$ cat src/hw/rtl/wape_pkg.sv
// ============================================================================
// wape_pkg
// Types, tables and constants shared by the PER estimator pipeline.
// ============================================================================
`timescale 1ns / 1ps

package wape_pkg;

    localparam int NUM_ACTIONS = 78;
    localparam int MCS_COUNT   = 10;
    localparam int CURVE_PTS   = 14;

    // Effective SNR clamp, centi-dB
    localparam logic signed [14:0] SNR_MIN_CDB = -15'sd1000;
    localparam logic signed [14:0] SNR_MAX_CDB = 15'sd5000;

    localparam logic [9:0]  NSS2_PENALTY = 10'd300;
    localparam logic [16:0] PER_ONE      = 17'd65536;

    // d / 50 for d <= 650: (d * 1311) >> 16
    localparam logic [10:0] K_RECIP  = 11'd1311;
    localparam logic [5:0]  GRID_CDB = 6'd50;

    // per = floor((v * 1024 + 39062) / 78125), estimate via 2^42 / 78125
    localparam logic [25:0] Q_RECIP  = 26'd56294995;
    localparam logic [16:0] Q_DIV    = 17'd78125;
    localparam logic [17:0] Q_DIV_X2 = 18'd156250;
    localparam logic [17:0] Q_BIAS   = 18'd39062;

    typedef struct packed {
        logic [12:0] bits;
        logic [3:0]  mcs;
        logic [1:0]  bw;
        logic [1:0]  nss;
    } act_entry_t;

    // Per-item flags and action fields that ride along the pipeline
    typedef struct packed {
        act_entry_t ent;
        logic       err;
        logic       below;
        logic       above;
    } item_tag_t;

    // Load enables for the two register stages inside one pipeline module
    typedef struct packed {
        logic ld_a;
        logic ld_b;
    } wape_ld_t;

    localparam act_entry_t ACT_ROM [NUM_ACTIONS] = '{
        '{13'd26, 4'd0, 2'd0, 2'd1},   '{13'd52, 4'd0, 2'd0, 2'd2},
        '{13'd52, 4'd1, 2'd0, 2'd1},   '{13'd54, 4'd0, 2'd1, 2'd1},
        '{13'd78, 4'd2, 2'd0, 2'd1},   '{13'd104, 4'd1, 2'd0, 2'd2},
        '{13'd104, 4'd3, 2'd0, 2'd1},  '{13'd108, 4'd0, 2'd1, 2'd2},
        '{13'd108, 4'd1, 2'd1, 2'd1},  '{13'd117, 4'd0, 2'd2, 2'd1},
        '{13'd156, 4'd2, 2'd0, 2'd2},  '{13'd156, 4'd4, 2'd0, 2'd1},
        '{13'd162, 4'd2, 2'd1, 2'd1},  '{13'd208, 4'd3, 2'd0, 2'd2},
        '{13'd208, 4'd5, 2'd0, 2'd1},  '{13'd216, 4'd1, 2'd1, 2'd2},
        '{13'd216, 4'd3, 2'd1, 2'd1},  '{13'd234, 4'd0, 2'd3, 2'd1},
        '{13'd234, 4'd0, 2'd2, 2'd2},  '{13'd234, 4'd1, 2'd2, 2'd1},
        '{13'd234, 4'd6, 2'd0, 2'd1},  '{13'd260, 4'd7, 2'd0, 2'd1},
        '{13'd312, 4'd4, 2'd0, 2'd2},  '{13'd312, 4'd8, 2'd0, 2'd1},
        '{13'd324, 4'd2, 2'd1, 2'd2},  '{13'd324, 4'd4, 2'd1, 2'd1},
        '{13'd351, 4'd2, 2'd2, 2'd1},  '{13'd416, 4'd5, 2'd0, 2'd2},
        '{13'd432, 4'd3, 2'd1, 2'd2},  '{13'd432, 4'd5, 2'd1, 2'd1},
        '{13'd468, 4'd0, 2'd3, 2'd2},  '{13'd468, 4'd1, 2'd3, 2'd1},
        '{13'd468, 4'd1, 2'd2, 2'd2},  '{13'd468, 4'd3, 2'd2, 2'd1},
        '{13'd468, 4'd6, 2'd0, 2'd2},  '{13'd486, 4'd6, 2'd1, 2'd1},
        '{13'd520, 4'd7, 2'd0, 2'd2},  '{13'd540, 4'd7, 2'd1, 2'd1},
        '{13'd624, 4'd8, 2'd0, 2'd2},  '{13'd648, 4'd4, 2'd1, 2'd2},
        '{13'd648, 4'd8, 2'd1, 2'd1},  '{13'd702, 4'd2, 2'd3, 2'd1},
        '{13'd702, 4'd2, 2'd2, 2'd2},  '{13'd702, 4'd4, 2'd2, 2'd1},
        '{13'd720, 4'd9, 2'd1, 2'd1},  '{13'd864, 4'd5, 2'd1, 2'd2},
        '{13'd936, 4'd1, 2'd3, 2'd2},  '{13'd936, 4'd3, 2'd3, 2'd1},
        '{13'd936, 4'd3, 2'd2, 2'd2},  '{13'd936, 4'd5, 2'd2, 2'd1},
        '{13'd972, 4'd6, 2'd1, 2'd2},  '{13'd1053, 4'd6, 2'd2, 2'd1},
        '{13'd1080, 4'd7, 2'd1, 2'd2}, '{13'd1170, 4'd7, 2'd2, 2'd1},
        '{13'd1296, 4'd8, 2'd1, 2'd2}, '{13'd1404, 4'd2, 2'd3, 2'd2},
        '{13'd1404, 4'd4, 2'd3, 2'd1}, '{13'd1404, 4'd4, 2'd2, 2'd2},
        '{13'd1404, 4'd8, 2'd2, 2'd1}, '{13'd1440, 4'd9, 2'd1, 2'd2},
        '{13'd1560, 4'd9, 2'd2, 2'd1}, '{13'd1872, 4'd3, 2'd3, 2'd2},
        '{13'd1872, 4'd5, 2'd3, 2'd1}, '{13'd1872, 4'd5, 2'd2, 2'd2},
        '{13'd2106, 4'd6, 2'd3, 2'd1}, '{13'd2106, 4'd6, 2'd2, 2'd2},
        '{13'd2340, 4'd7, 2'd3, 2'd1}, '{13'd2340, 4'd7, 2'd2, 2'd2},
        '{13'd2808, 4'd4, 2'd3, 2'd2}, '{13'd2808, 4'd8, 2'd3, 2'd1},
        '{13'd2808, 4'd8, 2'd2, 2'd2}, '{13'd3120, 4'd9, 2'd3, 2'd1},
        '{13'd3120, 4'd9, 2'd2, 2'd2}, '{13'd3744, 4'd5, 2'd3, 2'd2},
        '{13'd4212, 4'd6, 2'd3, 2'd2}, '{13'd4680, 4'd7, 2'd3, 2'd2},
        '{13'd5616, 4'd8, 2'd3, 2'd2}, '{13'd6240, 4'd9, 2'd3, 2'd2}
    };

    localparam logic [9:0] BW_PENALTY [4] = '{10'd0, 10'd301, 10'd602, 10'd903};

    // First sample point of each MCS curve, centi-dB
    localparam logic signed [13:0] CURVE_START [MCS_COUNT] = '{
        -14'sd100, 14'sd200, 14'sd450, 14'sd750, 14'sd1100,
        14'sd1450, 14'sd1600, 14'sd1750, 14'sd2100, 14'sd2250
    };

    // Distance from first to last sample point: 50 * (points - 1)
    localparam logic [9:0] CURVE_SPAN [MCS_COUNT] = '{
        10'd450, 10'd400, 10'd450, 10'd500, 10'd450,
        10'd600, 10'd550, 10'd550, 10'd600, 10'd650
    };

    // Curve samples in units of 1e-5, zero padded
    localparam logic [16:0] CURVE_VAL [MCS_COUNT][CURVE_PTS] = '{
        '{17'd100000, 17'd99400, 17'd81850, 17'd29080, 17'd6630, 17'd1120, 17'd150,
          17'd15, 17'd1, 17'd0, 17'd0, 17'd0, 17'd0, 17'd0},
        '{17'd100000, 17'd99700, 17'd79440, 17'd30080, 17'd7280, 17'd1200, 17'd150,
          17'd23, 17'd0, 17'd0, 17'd0, 17'd0, 17'd0, 17'd0},
        '{17'd100000, 17'd99800, 17'd75780, 17'd30100, 17'd6760, 17'd1220, 17'd230,
          17'd35, 17'd4, 17'd0, 17'd0, 17'd0, 17'd0, 17'd0},
        '{17'd100000, 17'd99400, 17'd84050, 17'd43410, 17'd14190, 17'd3740, 17'd860,
          17'd190, 17'd36, 17'd5, 17'd0, 17'd0, 17'd0, 17'd0},
        '{17'd100000, 17'd92690, 17'd51390, 17'd18260, 17'd4650, 17'd1100, 17'd260,
          17'd41, 17'd10, 17'd0, 17'd0, 17'd0, 17'd0, 17'd0},
        '{17'd100000, 17'd99900, 17'd94790, 17'd66250, 17'd29780, 17'd10580, 17'd3340,
          17'd910, 17'd230, 17'd64, 17'd17, 17'd2, 17'd0, 17'd0},
        '{17'd100000, 17'd99500, 17'd87960, 17'd51390, 17'd20910, 17'd6390, 17'd1860,
          17'd460, 17'd130, 17'd23, 17'd2, 17'd0, 17'd0, 17'd0},
        '{17'd100000, 17'd97850, 17'd73930, 17'd33750, 17'd12340, 17'd3550, 17'd1000,
          17'd270, 17'd50, 17'd9, 17'd1, 17'd0, 17'd0, 17'd0},
        '{17'd100000, 17'd99800, 17'd93990, 17'd67090, 17'd35250, 17'd13760, 17'd4750,
          17'd1540, 17'd520, 17'd150, 17'd36, 17'd7, 17'd0, 17'd0},
        '{17'd100000, 17'd99900, 17'd95060, 17'd68470, 17'd32610, 17'd12480, 17'd4090,
          17'd1300, 17'd360, 17'd82, 17'd10, 17'd2, 17'd1, 17'd0}
    };

endpackage

$ cat src/hw/rtl/wape_lookup.sv
// ============================================================================
// wape_lookup
// Action ROM read, bandwidth/stream penalty, SNR clamp, then offset into the
// MCS curve with below/above range flags.
// ============================================================================
`timescale 1ns / 1ps

module wape_lookup (
    input  logic                    clk,
    input  wape_pkg::wape_ld_t      ld,
    input  logic signed [13:0]      base_snr_cdb,
    input  logic [6:0]              action_number,
    output wape_pkg::item_tag_t     tag,
    output logic [9:0]              d_cdb
);
    import wape_pkg::*;

    // Stage A: ROM and effective SNR
    logic               err_a;
    logic [6:0]         idx_a;
    act_entry_t         ent_a;
    logic [10:0]        pen_a;
    logic signed [14:0] snr_raw_a;
    logic signed [13:0] snr_next;
    act_entry_t         ent_next;
    logic               err_next;

    logic signed [13:0] snr_reg;
    act_entry_t         ent_reg;
    logic               err_reg;

    always_comb
    begin
        err_a = (action_number == 7'd0) || (action_number > 7'(NUM_ACTIONS));
        idx_a = err_a ? 7'd0 : action_number - 7'd1;
        ent_a = err_a ? '0 : ACT_ROM[idx_a];
        pen_a = {1'b0, BW_PENALTY[ent_a.bw]}
              + ((ent_a.nss == 2'd2) ? {1'b0, NSS2_PENALTY} : 11'd0);
        snr_raw_a = {base_snr_cdb[13], base_snr_cdb} - {4'b0, pen_a};
        if (snr_raw_a < SNR_MIN_CDB)
        begin
            snr_next = SNR_MIN_CDB[13:0];
        end
        else if (snr_raw_a > SNR_MAX_CDB)
        begin
            snr_next = SNR_MAX_CDB[13:0];
        end
        else
        begin
            snr_next = snr_raw_a[13:0];
        end
        ent_next = ent_a;
        err_next = err_a;
    end

    always_ff @(posedge clk)
    begin
        if (ld.ld_a)
        begin
            snr_reg <= snr_next;
            ent_reg <= ent_next;
            err_reg <= err_next;
        end
    end

    // Stage B: offset from the curve start and range flags
    logic signed [14:0] d_b;
    item_tag_t          tag_next;
    logic [9:0]         d_next;
    item_tag_t          tag_reg;
    logic [9:0]         d_reg;

    always_comb
    begin
        d_b = {snr_reg[13], snr_reg}
            - {CURVE_START[ent_reg.mcs][13], CURVE_START[ent_reg.mcs]};
        tag_next.ent   = ent_reg;
        tag_next.err   = err_reg;
        tag_next.below = d_b[14];
        tag_next.above = !d_b[14] && (d_b[13:0] > {4'b0, CURVE_SPAN[ent_reg.mcs]});
        // out of range: offset is don't-care, keep it zero for safe indexing
        d_next = (tag_next.below || tag_next.above) ? 10'd0 : d_b[9:0];
    end

    always_ff @(posedge clk)
    begin
        if (ld.ld_b)
        begin
            tag_reg <= tag_next;
            d_reg   <= d_next;
        end
    end

    assign tag   = tag_reg;
    assign d_cdb = d_reg;

endmodule

$ cat src/hw/rtl/wape_interp.sv
// ============================================================================
// wape_interp
// Splits the curve offset into grid index and remainder, then interpolates
// between neighboring samples (result in units of 2e-7).
// ============================================================================
`timescale 1ns / 1ps

module wape_interp (
    input  logic                    clk,
    input  wape_pkg::wape_ld_t      ld,
    input  wape_pkg::item_tag_t     tag_in,
    input  logic [9:0]              d_cdb,
    output wape_pkg::item_tag_t     tag,
    output logic [22:0]             v_val
);
    import wape_pkg::*;

    // Stage A: k = d / 50, r = d % 50 (d <= 650)
    logic [20:0] kprod_a;
    logic [3:0]  k_next;
    logic [9:0]  k50_a;
    logic [9:0]  rwide_a;
    logic [5:0]  r_next;

    logic [3:0]  k_reg;
    logic [5:0]  r_reg;
    item_tag_t   tag_a_reg;

    always_comb
    begin
        kprod_a = {11'b0, d_cdb} * {10'b0, K_RECIP};
        k_next  = kprod_a[19:16];
        k50_a   = {1'b0, k_next, 5'b0} + {2'b0, k_next, 4'b0} + {5'b0, k_next, 1'b0};
        rwide_a = d_cdb - k50_a;
        r_next  = rwide_a[5:0];
    end

    always_ff @(posedge clk)
    begin
        if (ld.ld_a)
        begin
            k_reg     <= k_next;
            r_reg     <= r_next;
            tag_a_reg <= tag_in;
        end
    end

    // Stage B: v = y[k]*(50-r) + y[k+1]*r
    logic [3:0]  k1_b;
    logic [16:0] y0_b;
    logic [16:0] y1_b;
    logic [5:0]  w0_b;
    logic [22:0] p0_b;
    logic [22:0] p1_b;
    logic [22:0] v_next;

    logic [22:0] v_reg;
    item_tag_t   tag_b_reg;

    always_comb
    begin
        // last point has r = 0, so its neighbor weight is zero
        k1_b   = (k_reg == 4'(CURVE_PTS - 1)) ? k_reg : k_reg + 4'd1;
        y0_b   = CURVE_VAL[tag_a_reg.ent.mcs][k_reg];
        y1_b   = CURVE_VAL[tag_a_reg.ent.mcs][k1_b];
        w0_b   = GRID_CDB - r_reg;
        p0_b   = {6'b0, y0_b} * {17'b0, w0_b};
        p1_b   = {6'b0, y1_b} * {17'b0, r_reg};
        v_next = p0_b + p1_b;
    end

    always_ff @(posedge clk)
    begin
        if (ld.ld_b)
        begin
            v_reg     <= v_next;
            tag_b_reg <= tag_a_reg;
        end
    end

    assign tag   = tag_b_reg;
    assign v_val = v_reg;

endmodule

$ cat src/hw/rtl/wape_scale.sv
// ============================================================================
// wape_scale
// Scales the interpolated value to Q1.16 by reciprocal multiply; leaves a
// quotient estimate and its remainder for the final correction.
// ============================================================================
`timescale 1ns / 1ps

module wape_scale (
    input  logic                    clk,
    input  wape_pkg::wape_ld_t      ld,
    input  wape_pkg::item_tag_t     tag_in,
    input  logic [22:0]             v_val,
    output wape_pkg::item_tag_t     tag,
    output logic [16:0]             q_est,
    output logic [17:0]             q_rem
);
    import wape_pkg::*;

    // Stage A: estimate e = floor(v * 2^42 / 78125 / 2^32), low by at most one
    logic [48:0] p_a;
    logic [16:0] e_reg;
    logic [22:0] v_reg;
    item_tag_t   tag_a_reg;

    assign p_a = {26'b0, v_val} * {23'b0, Q_RECIP};

    always_ff @(posedge clk)
    begin
        if (ld.ld_a)
        begin
            e_reg     <= p_a[48:32];
            v_reg     <= v_val;
            tag_a_reg <= tag_in;
        end
    end

    // Stage B: remainder of (v*1024 + bias) - e*78125, below 3 * 78125
    logic [33:0] eprod_b;
    logic [17:0] nlo_b;
    logic [17:0] rem_next;
    logic [16:0] e_b_reg;
    logic [17:0] rem_reg;
    item_tag_t   tag_b_reg;

    always_comb
    begin
        eprod_b  = {17'b0, e_reg} * {17'b0, Q_DIV};
        nlo_b    = {v_reg[7:0], 10'b0} + Q_BIAS;
        rem_next = nlo_b - eprod_b[17:0];
    end

    always_ff @(posedge clk)
    begin
        if (ld.ld_b)
        begin
            e_b_reg   <= e_reg;
            rem_reg   <= rem_next;
            tag_b_reg <= tag_a_reg;
        end
    end

    assign tag   = tag_b_reg;
    assign q_est = e_b_reg;
    assign q_rem = rem_reg;

endmodule

$ cat src/hw/rtl/wifi_action_per_estimator_unit.sv
// ============================================================================
// wifi_action_per_estimator_unit
// PER estimate of one rate action at a given base SNR: action ROM, SNR
// penalty and clamp, curve interpolation, Q1.16 rounding.
// ============================================================================
//  channel | handshake                   | payload
//  --------+-----------------------------+----------------------------------
//  query   | query_valid / query_ready   | base_snr_cdb, action_number
//  result  | result_valid / result_ready | per_q16, mcs_used, bandwidth_code,
//          |                             | stream_count, data_bits_per_symbol,
//          |                             | index_error
//
//  Seven register stages; one transfer per cycle in, one per cycle out while result_ready is high.
//  The query is registered in each stage in turn; result_valid rises when it
//  reaches the last stage, and the result transfers while result_ready is high.
//  Each stage holds only while it is full and the stage after it holds, so
//  a stalled result backs up the pipe one stage at a time and bubbles close.
//  Reset clears the stage valid bits only; the data registers are not reset.
// ============================================================================
`timescale 1ns / 1ps

module wifi_action_per_estimator_unit (
    input  logic                clk,
    input  logic                rst_n,
    input  logic                query_valid,
    output logic                query_ready,
    input  logic signed [13:0]  base_snr_cdb,
    input  logic [6:0]          action_number,
    output logic                result_valid,
    input  logic                result_ready,
    output logic [16:0]         per_q16,
    output logic [3:0]          mcs_used,
    output logic [1:0]          bandwidth_code,
    output logic [1:0]          stream_count,
    output logic [12:0]         data_bits_per_symbol,
    output logic                index_error
);
    import wape_pkg::*;

    localparam int NUM_STAGES = 7;

    // Stage valid bits and ready chain
    logic [NUM_STAGES-1:0] valid_reg;
    logic [NUM_STAGES-1:0] valid_next;
    logic [NUM_STAGES:0]   stage_rdy;

    always_comb
    begin
        stage_rdy[NUM_STAGES] = result_ready;
        for (int i = NUM_STAGES - 1; i >= 0; i--)
        begin
            stage_rdy[i] = !valid_reg[i] || stage_rdy[i+1];
        end
        valid_next[0] = stage_rdy[0] ? query_valid : valid_reg[0];
        for (int i = 1; i < NUM_STAGES; i++)
        begin
            valid_next[i] = stage_rdy[i] ? valid_reg[i-1] : valid_reg[i];
        end
    end

    always_ff @(posedge clk or negedge rst_n)
    begin
        if (!rst_n)
        begin
            valid_reg <= '0;
        end
        else
        begin
            valid_reg <= valid_next;
        end
    end

    assign query_ready  = stage_rdy[0];
    assign result_valid = valid_reg[NUM_STAGES-1];

    // Stage load enables
    wape_ld_t lk_ld;
    wape_ld_t ip_ld;
    wape_ld_t sc_ld;

    assign lk_ld = '{ld_a: stage_rdy[0], ld_b: stage_rdy[1]};
    assign ip_ld = '{ld_a: stage_rdy[2], ld_b: stage_rdy[3]};
    assign sc_ld = '{ld_a: stage_rdy[4], ld_b: stage_rdy[5]};

    item_tag_t   lk_tag;
    logic [9:0]  lk_d;
    item_tag_t   ip_tag;
    logic [22:0] ip_v;
    item_tag_t   sc_tag;
    logic [16:0] sc_e;
    logic [17:0] sc_rem;

    wape_lookup u_lookup (
        .clk           (clk),
        .ld            (lk_ld),
        .base_snr_cdb  (base_snr_cdb),
        .action_number (action_number),
        .tag           (lk_tag),
        .d_cdb         (lk_d)
    );

    wape_interp u_interp (
        .clk    (clk),
        .ld     (ip_ld),
        .tag_in (lk_tag),
        .d_cdb  (lk_d),
        .tag    (ip_tag),
        .v_val  (ip_v)
    );

    wape_scale u_scale (
        .clk    (clk),
        .ld     (sc_ld),
        .tag_in (ip_tag),
        .v_val  (ip_v),
        .tag    (sc_tag),
        .q_est  (sc_e),
        .q_rem  (sc_rem)
    );

    // Output stage: quotient correction and range selection
    logic [16:0] q_fix;
    logic [16:0] per_next;
    logic [16:0] per_reg;
    act_entry_t  ent_reg;
    logic        err_reg;

    always_comb
    begin
        if (sc_rem >= Q_DIV_X2)
        begin
            q_fix = sc_e + 17'd2;
        end
        else if (sc_rem >= {1'b0, Q_DIV})
        begin
            q_fix = sc_e + 17'd1;
        end
        else
        begin
            q_fix = sc_e;
        end

        if (sc_tag.err || sc_tag.above)
        begin
            per_next = 17'd0;
        end
        else if (sc_tag.below)
        begin
            per_next = PER_ONE;
        end
        else
        begin
            per_next = q_fix;
        end
    end

    always_ff @(posedge clk)
    begin
        if (stage_rdy[NUM_STAGES-1])
        begin
            per_reg <= per_next;
            ent_reg <= sc_tag.ent;
            err_reg <= sc_tag.err;
        end
    end

    assign per_q16              = per_reg;
    assign mcs_used             = ent_reg.mcs;
    assign bandwidth_code       = ent_reg.bw;
    assign stream_count         = ent_reg.nss;
    assign data_bits_per_symbol = ent_reg.bits;
    assign index_error          = err_reg;

endmodule

$ cat config.mk
export PLATFORM = sky130hd
export DESIGN_NAME = wifi_action_per_estimator_unit
export DESIGN_NICKNAME = d
export VERILOG_FILES = /design/src/hw/rtl/wape_pkg.sv /design/src/hw/rtl/wape_lookup.sv /design/src/hw/rtl/wape_interp.sv /design/src/hw/rtl/wape_scale.sv /design/src/hw/rtl/wifi_action_per_estimator_unit.sv
export SDC_FILE = /design/constraint.sdc
export NUM_CORES = 2
export LEC_CHECK = 0
export ABC_AREA = 0
export BUFFER_PORTS_ARGS = -buffer_cell sky130_fd_sc_hd__buf_2
export CORE_ASPECT_RATIO = 2
export CORE_MARGIN = 2
export CORE_UTILIZATION = 35
export DETAILED_ROUTE_END_ITERATION = 10
export MAX_ROUTING_LAYER = met4
export SYNTH_ARGS = -nofsm -noshare
export SYNTH_HDL_FRONTEND = slang
export SYNTH_SLANG_ARGS = --single-unit
$ cat constraint.sdc
create_clock -name clk -period 17.2 [get_ports clk]
set_input_delay 0.86 -clock clk [delete_from_list [all_inputs] [get_ports clk]]
set_output_delay 0.86 -clock clk [all_outputs]
set_load 0.05 [all_outputs]
==> flow_summary.toml <==
[setup_path]
worstSetupPathType = "register to register"
cp_max_fo = 47
cp-start-kind = "register"
max_stage_delay_ns = 0.87
cp.arrival_ns = 10.43
crit_top_cell = "fa_1"
end_kind = "register"
cp_slowest_cell = "o31ai_1"
critPathRequiredTime_ns = 17.68

[floorplan]
dieArea_sq_mm = 0.113
fp.coreArea_sq_mm = 0.110
dieWidth_microns = 239
pin_count = 66
die_y_microns = 473
row_count = 172
start_util_pct = 35.1

[cts]
cts.sinks = 304
cts_resized = 0
cts_tree = "done"
clockBufferDepth = 3
cts_max_level = 1
cts_made_buffers = 30
cts_setup_buffers = 0
clkLatencyLatePin_ns = 0.65
holdBufCountCts = 0
cts-root-buf = "clkbuf_16"
clkTransAtPathRegs_ns = 0.07

[route]
vias = 28878
remaining_drc_errors = 0
drt_iter0_markers = 1524
ant_nets = 0
firstDrtPassIters = 6
drt-total-wl_mm = 129
wl_per_cell_microns = 24.3
drt-vias-per-instance = 5.44

[finish]
drive_gt1_share_pct = 6.07
area_growth_pct = 8.09
layout.nets = 4936
fillers = 10790
stdcell_count = 5312

[sta]
fin_crit_sh_pct = 57.8
period_needed_ns = 9.95
setup_tns_ns = 0
drv_slew = 0
fmax_ghz = 0.101
maxSlewHeadroom_pct = 9.95
hold_violations = 0
worst_pin_slew_ns = 1.34
skew_ns = 0.0864
rsz0062_at_grt = "no"
finalSetupViolations = 0

[yosys]
syn-cell-area_sq_mm = 0.0385
yosysWarnings = 0
synth_seq_area_share_pct = 23.6
async_flop_share_pct = 2.30
synth_edf_count = 297
syn_avg_cell_area_sq_um = 9.96
syn_inst = 3865
ys_seq_elements = 304
synth-main-ff-cell = "edfxtp_1"
ys_types = 89
synth_nets = 4906

[global_route]
antenna_found_initial = 2
globalRouteTotalUtil_pct = 23.9
grt-ovfl-total = 0
grt_pass1_vias = 31437
grt_max_degree = 62
grt_pass1_wl_mm = 192

[flow_run]
cap_viol_max_count = 0

[worst_hold_path]
hp-class = "primary input to async pin"

[placement]
dp_cells = 5254
gp_congestion = 1.11
portBuffers = 65
hpwl_mm = 106

[status]
status = "completed"
-- cell usage in the layout (no fill, tap or decap), types with 65 or more instances in the layout --
master / n
inv_1: 703
ha_1: 533
fa_1: 483
nand2_1: 314
edfxtp_1: 297
a21oi_1: 194
nor2_1: 188
o21ai_0: 163
xnor2_1: 94
buf_4: 68
and2_1: 66
buf_2: 65
-- final cells by class --
| cell class | instances | area [sq um] | share of cell area [%] |
|---|---|---|---|
| flip-flops and latches | 304 | 9090 | 21.9 |
| clock inverters | 19 | 170 | 0.409 |
| diodes | 2 | 5.00 | 0.0120 |
| well taps | 1392 | 1740 | 4.19 |
| multi-input cells | 2716 | 26300 | 63.2 |
| clock buffers | 36 | 795 | 1.91 |
| repair buffers | 133 | 836 | 2.01 |
| inverters | 710 | 2670 | 6.40 |
-- cell usage after synthesis (14+ instances only) --
master / n / share of area, %
or3_1: 20 / 0.33
nand2b_1: 34 / 0.55
o21ai_0: 166 / 2.2
o21bai_1: 21 / 0.41
nand2_1: 315 / 3.1
o211ai_1: 36 / 0.70
a211oi_1: 33 / 0.64
o21a_1: 21 / 0.41
xnor2_1: 97 / 2.2
and2_1: 65 / 1.1
fa_1: 483 / 25
buf_1: 20 / 0.19
o22ai_1: 21 / 0.34
o31ai_1: 14 / 0.27
nor2b_1: 27 / 0.44
a21oi_1: 194 / 2.5
clkbuf_1: 108 / 1.1
a21o_1: 26 / 0.51
and3_1: 17 / 0.28
a31oi_1: 34 / 0.55
edfxtp_1: 297 / 23
nor3_1: 62 / 0.81
ha_1: 533 / 17
nor4_1: 18 / 0.29
xor2_1: 38 / 0.86
nor2_1: 188 / 1.8
nand3_1: 47 / 0.61
inv_1: 705 / 6.9
a221oi_1: 20 / 0.46
-- stage by stage --
step / setup slack, ns / area, sq um / utilization, % / hold WS (ns)
6_report: 7.25 / 41600 / 38.0 / 0.111
2_1_floorplan: 8.76 / 38500 / - / 0.400
3_5_place_dp: 7.14 / 40600 / 37.1 / 0.405
4_1_cts: 7.48 / 41600 / 38.0 / 0.0773
3_3_place_gp: 7.23 / 40600 / 37.1 / 0.400
5_1_grt: 6.79 / 41600 / 38.0 / 0.0920
-- kinds of logic (layout without fill, tap and decap cells) --
kind of cell	count (synthesis)	in the layout	synth area share (%)
compound gates	709	709	11.8
xor+xnor	136	136	3.11
fa+ha+maj	1016	1016	42.4
buf+inv	845	898	8.27
flops	304	304	23.6
mux	16	16	0.517
other cells	0	2	0
simple gates	839	839	10.2
-- path summary, 6_finish.rpt --
| kind | start | to | slack (ns) | cells past startpoint |
|---|---|---|---|---|
| min in group clk | u_scale.tag[14]$_DFFE_PP_ | data_bits_per_symbol[3]$_DFFE_PP_ | 0.35 | 0 |
| max reg2reg | u_interp.k_reg[1]$_DFFE_PP_ | u_interp.v_val[22]$_DFFE_PP_ | 7.25 | 30 |
| min | rst_n | valid_reg[2]$_DFFE_PN0P_ | 0.11 | 1 |
| min reg2reg | u_scale.tag[14]$_DFFE_PP_ | data_bits_per_symbol[3]$_DFFE_PP_ | 0.35 | 0 |
| max in group asynchronous | rst_n | valid_reg[4]$_DFFE_PN0P_ | 16.92 | 1 |
| max | u_interp.k_reg[1]$_DFFE_PP_ | u_interp.v_val[22]$_DFFE_PP_ | 7.25 | 30 |
-- layer usage --
layer | up-vias | share of wire, % | global-route usage, %
met3 | 561 | 4.5 | 3.61
met1 | 14240 | 29 | 19.1
li1 | 13055 | - | -
met4 | 0 | 12 | 22.2
met5 | - | 0 | -
met2 | 1022 | 55 | 45.5
-- worst max-delay path: cells and delay by family (launching register included) --
family                     cells  cell delay (ns)
buffers and inverters          5             1.06
DFF                            1             0.53
and+or+nand+nor                4             1.39
AOI/OAI and AO/OA             14             3.94
adders and majority gates      7             2.85
Power is left out: the tool's default activity adds up to more than one toggle a clock period on the data nets, which glitch-free logic cannot reach.
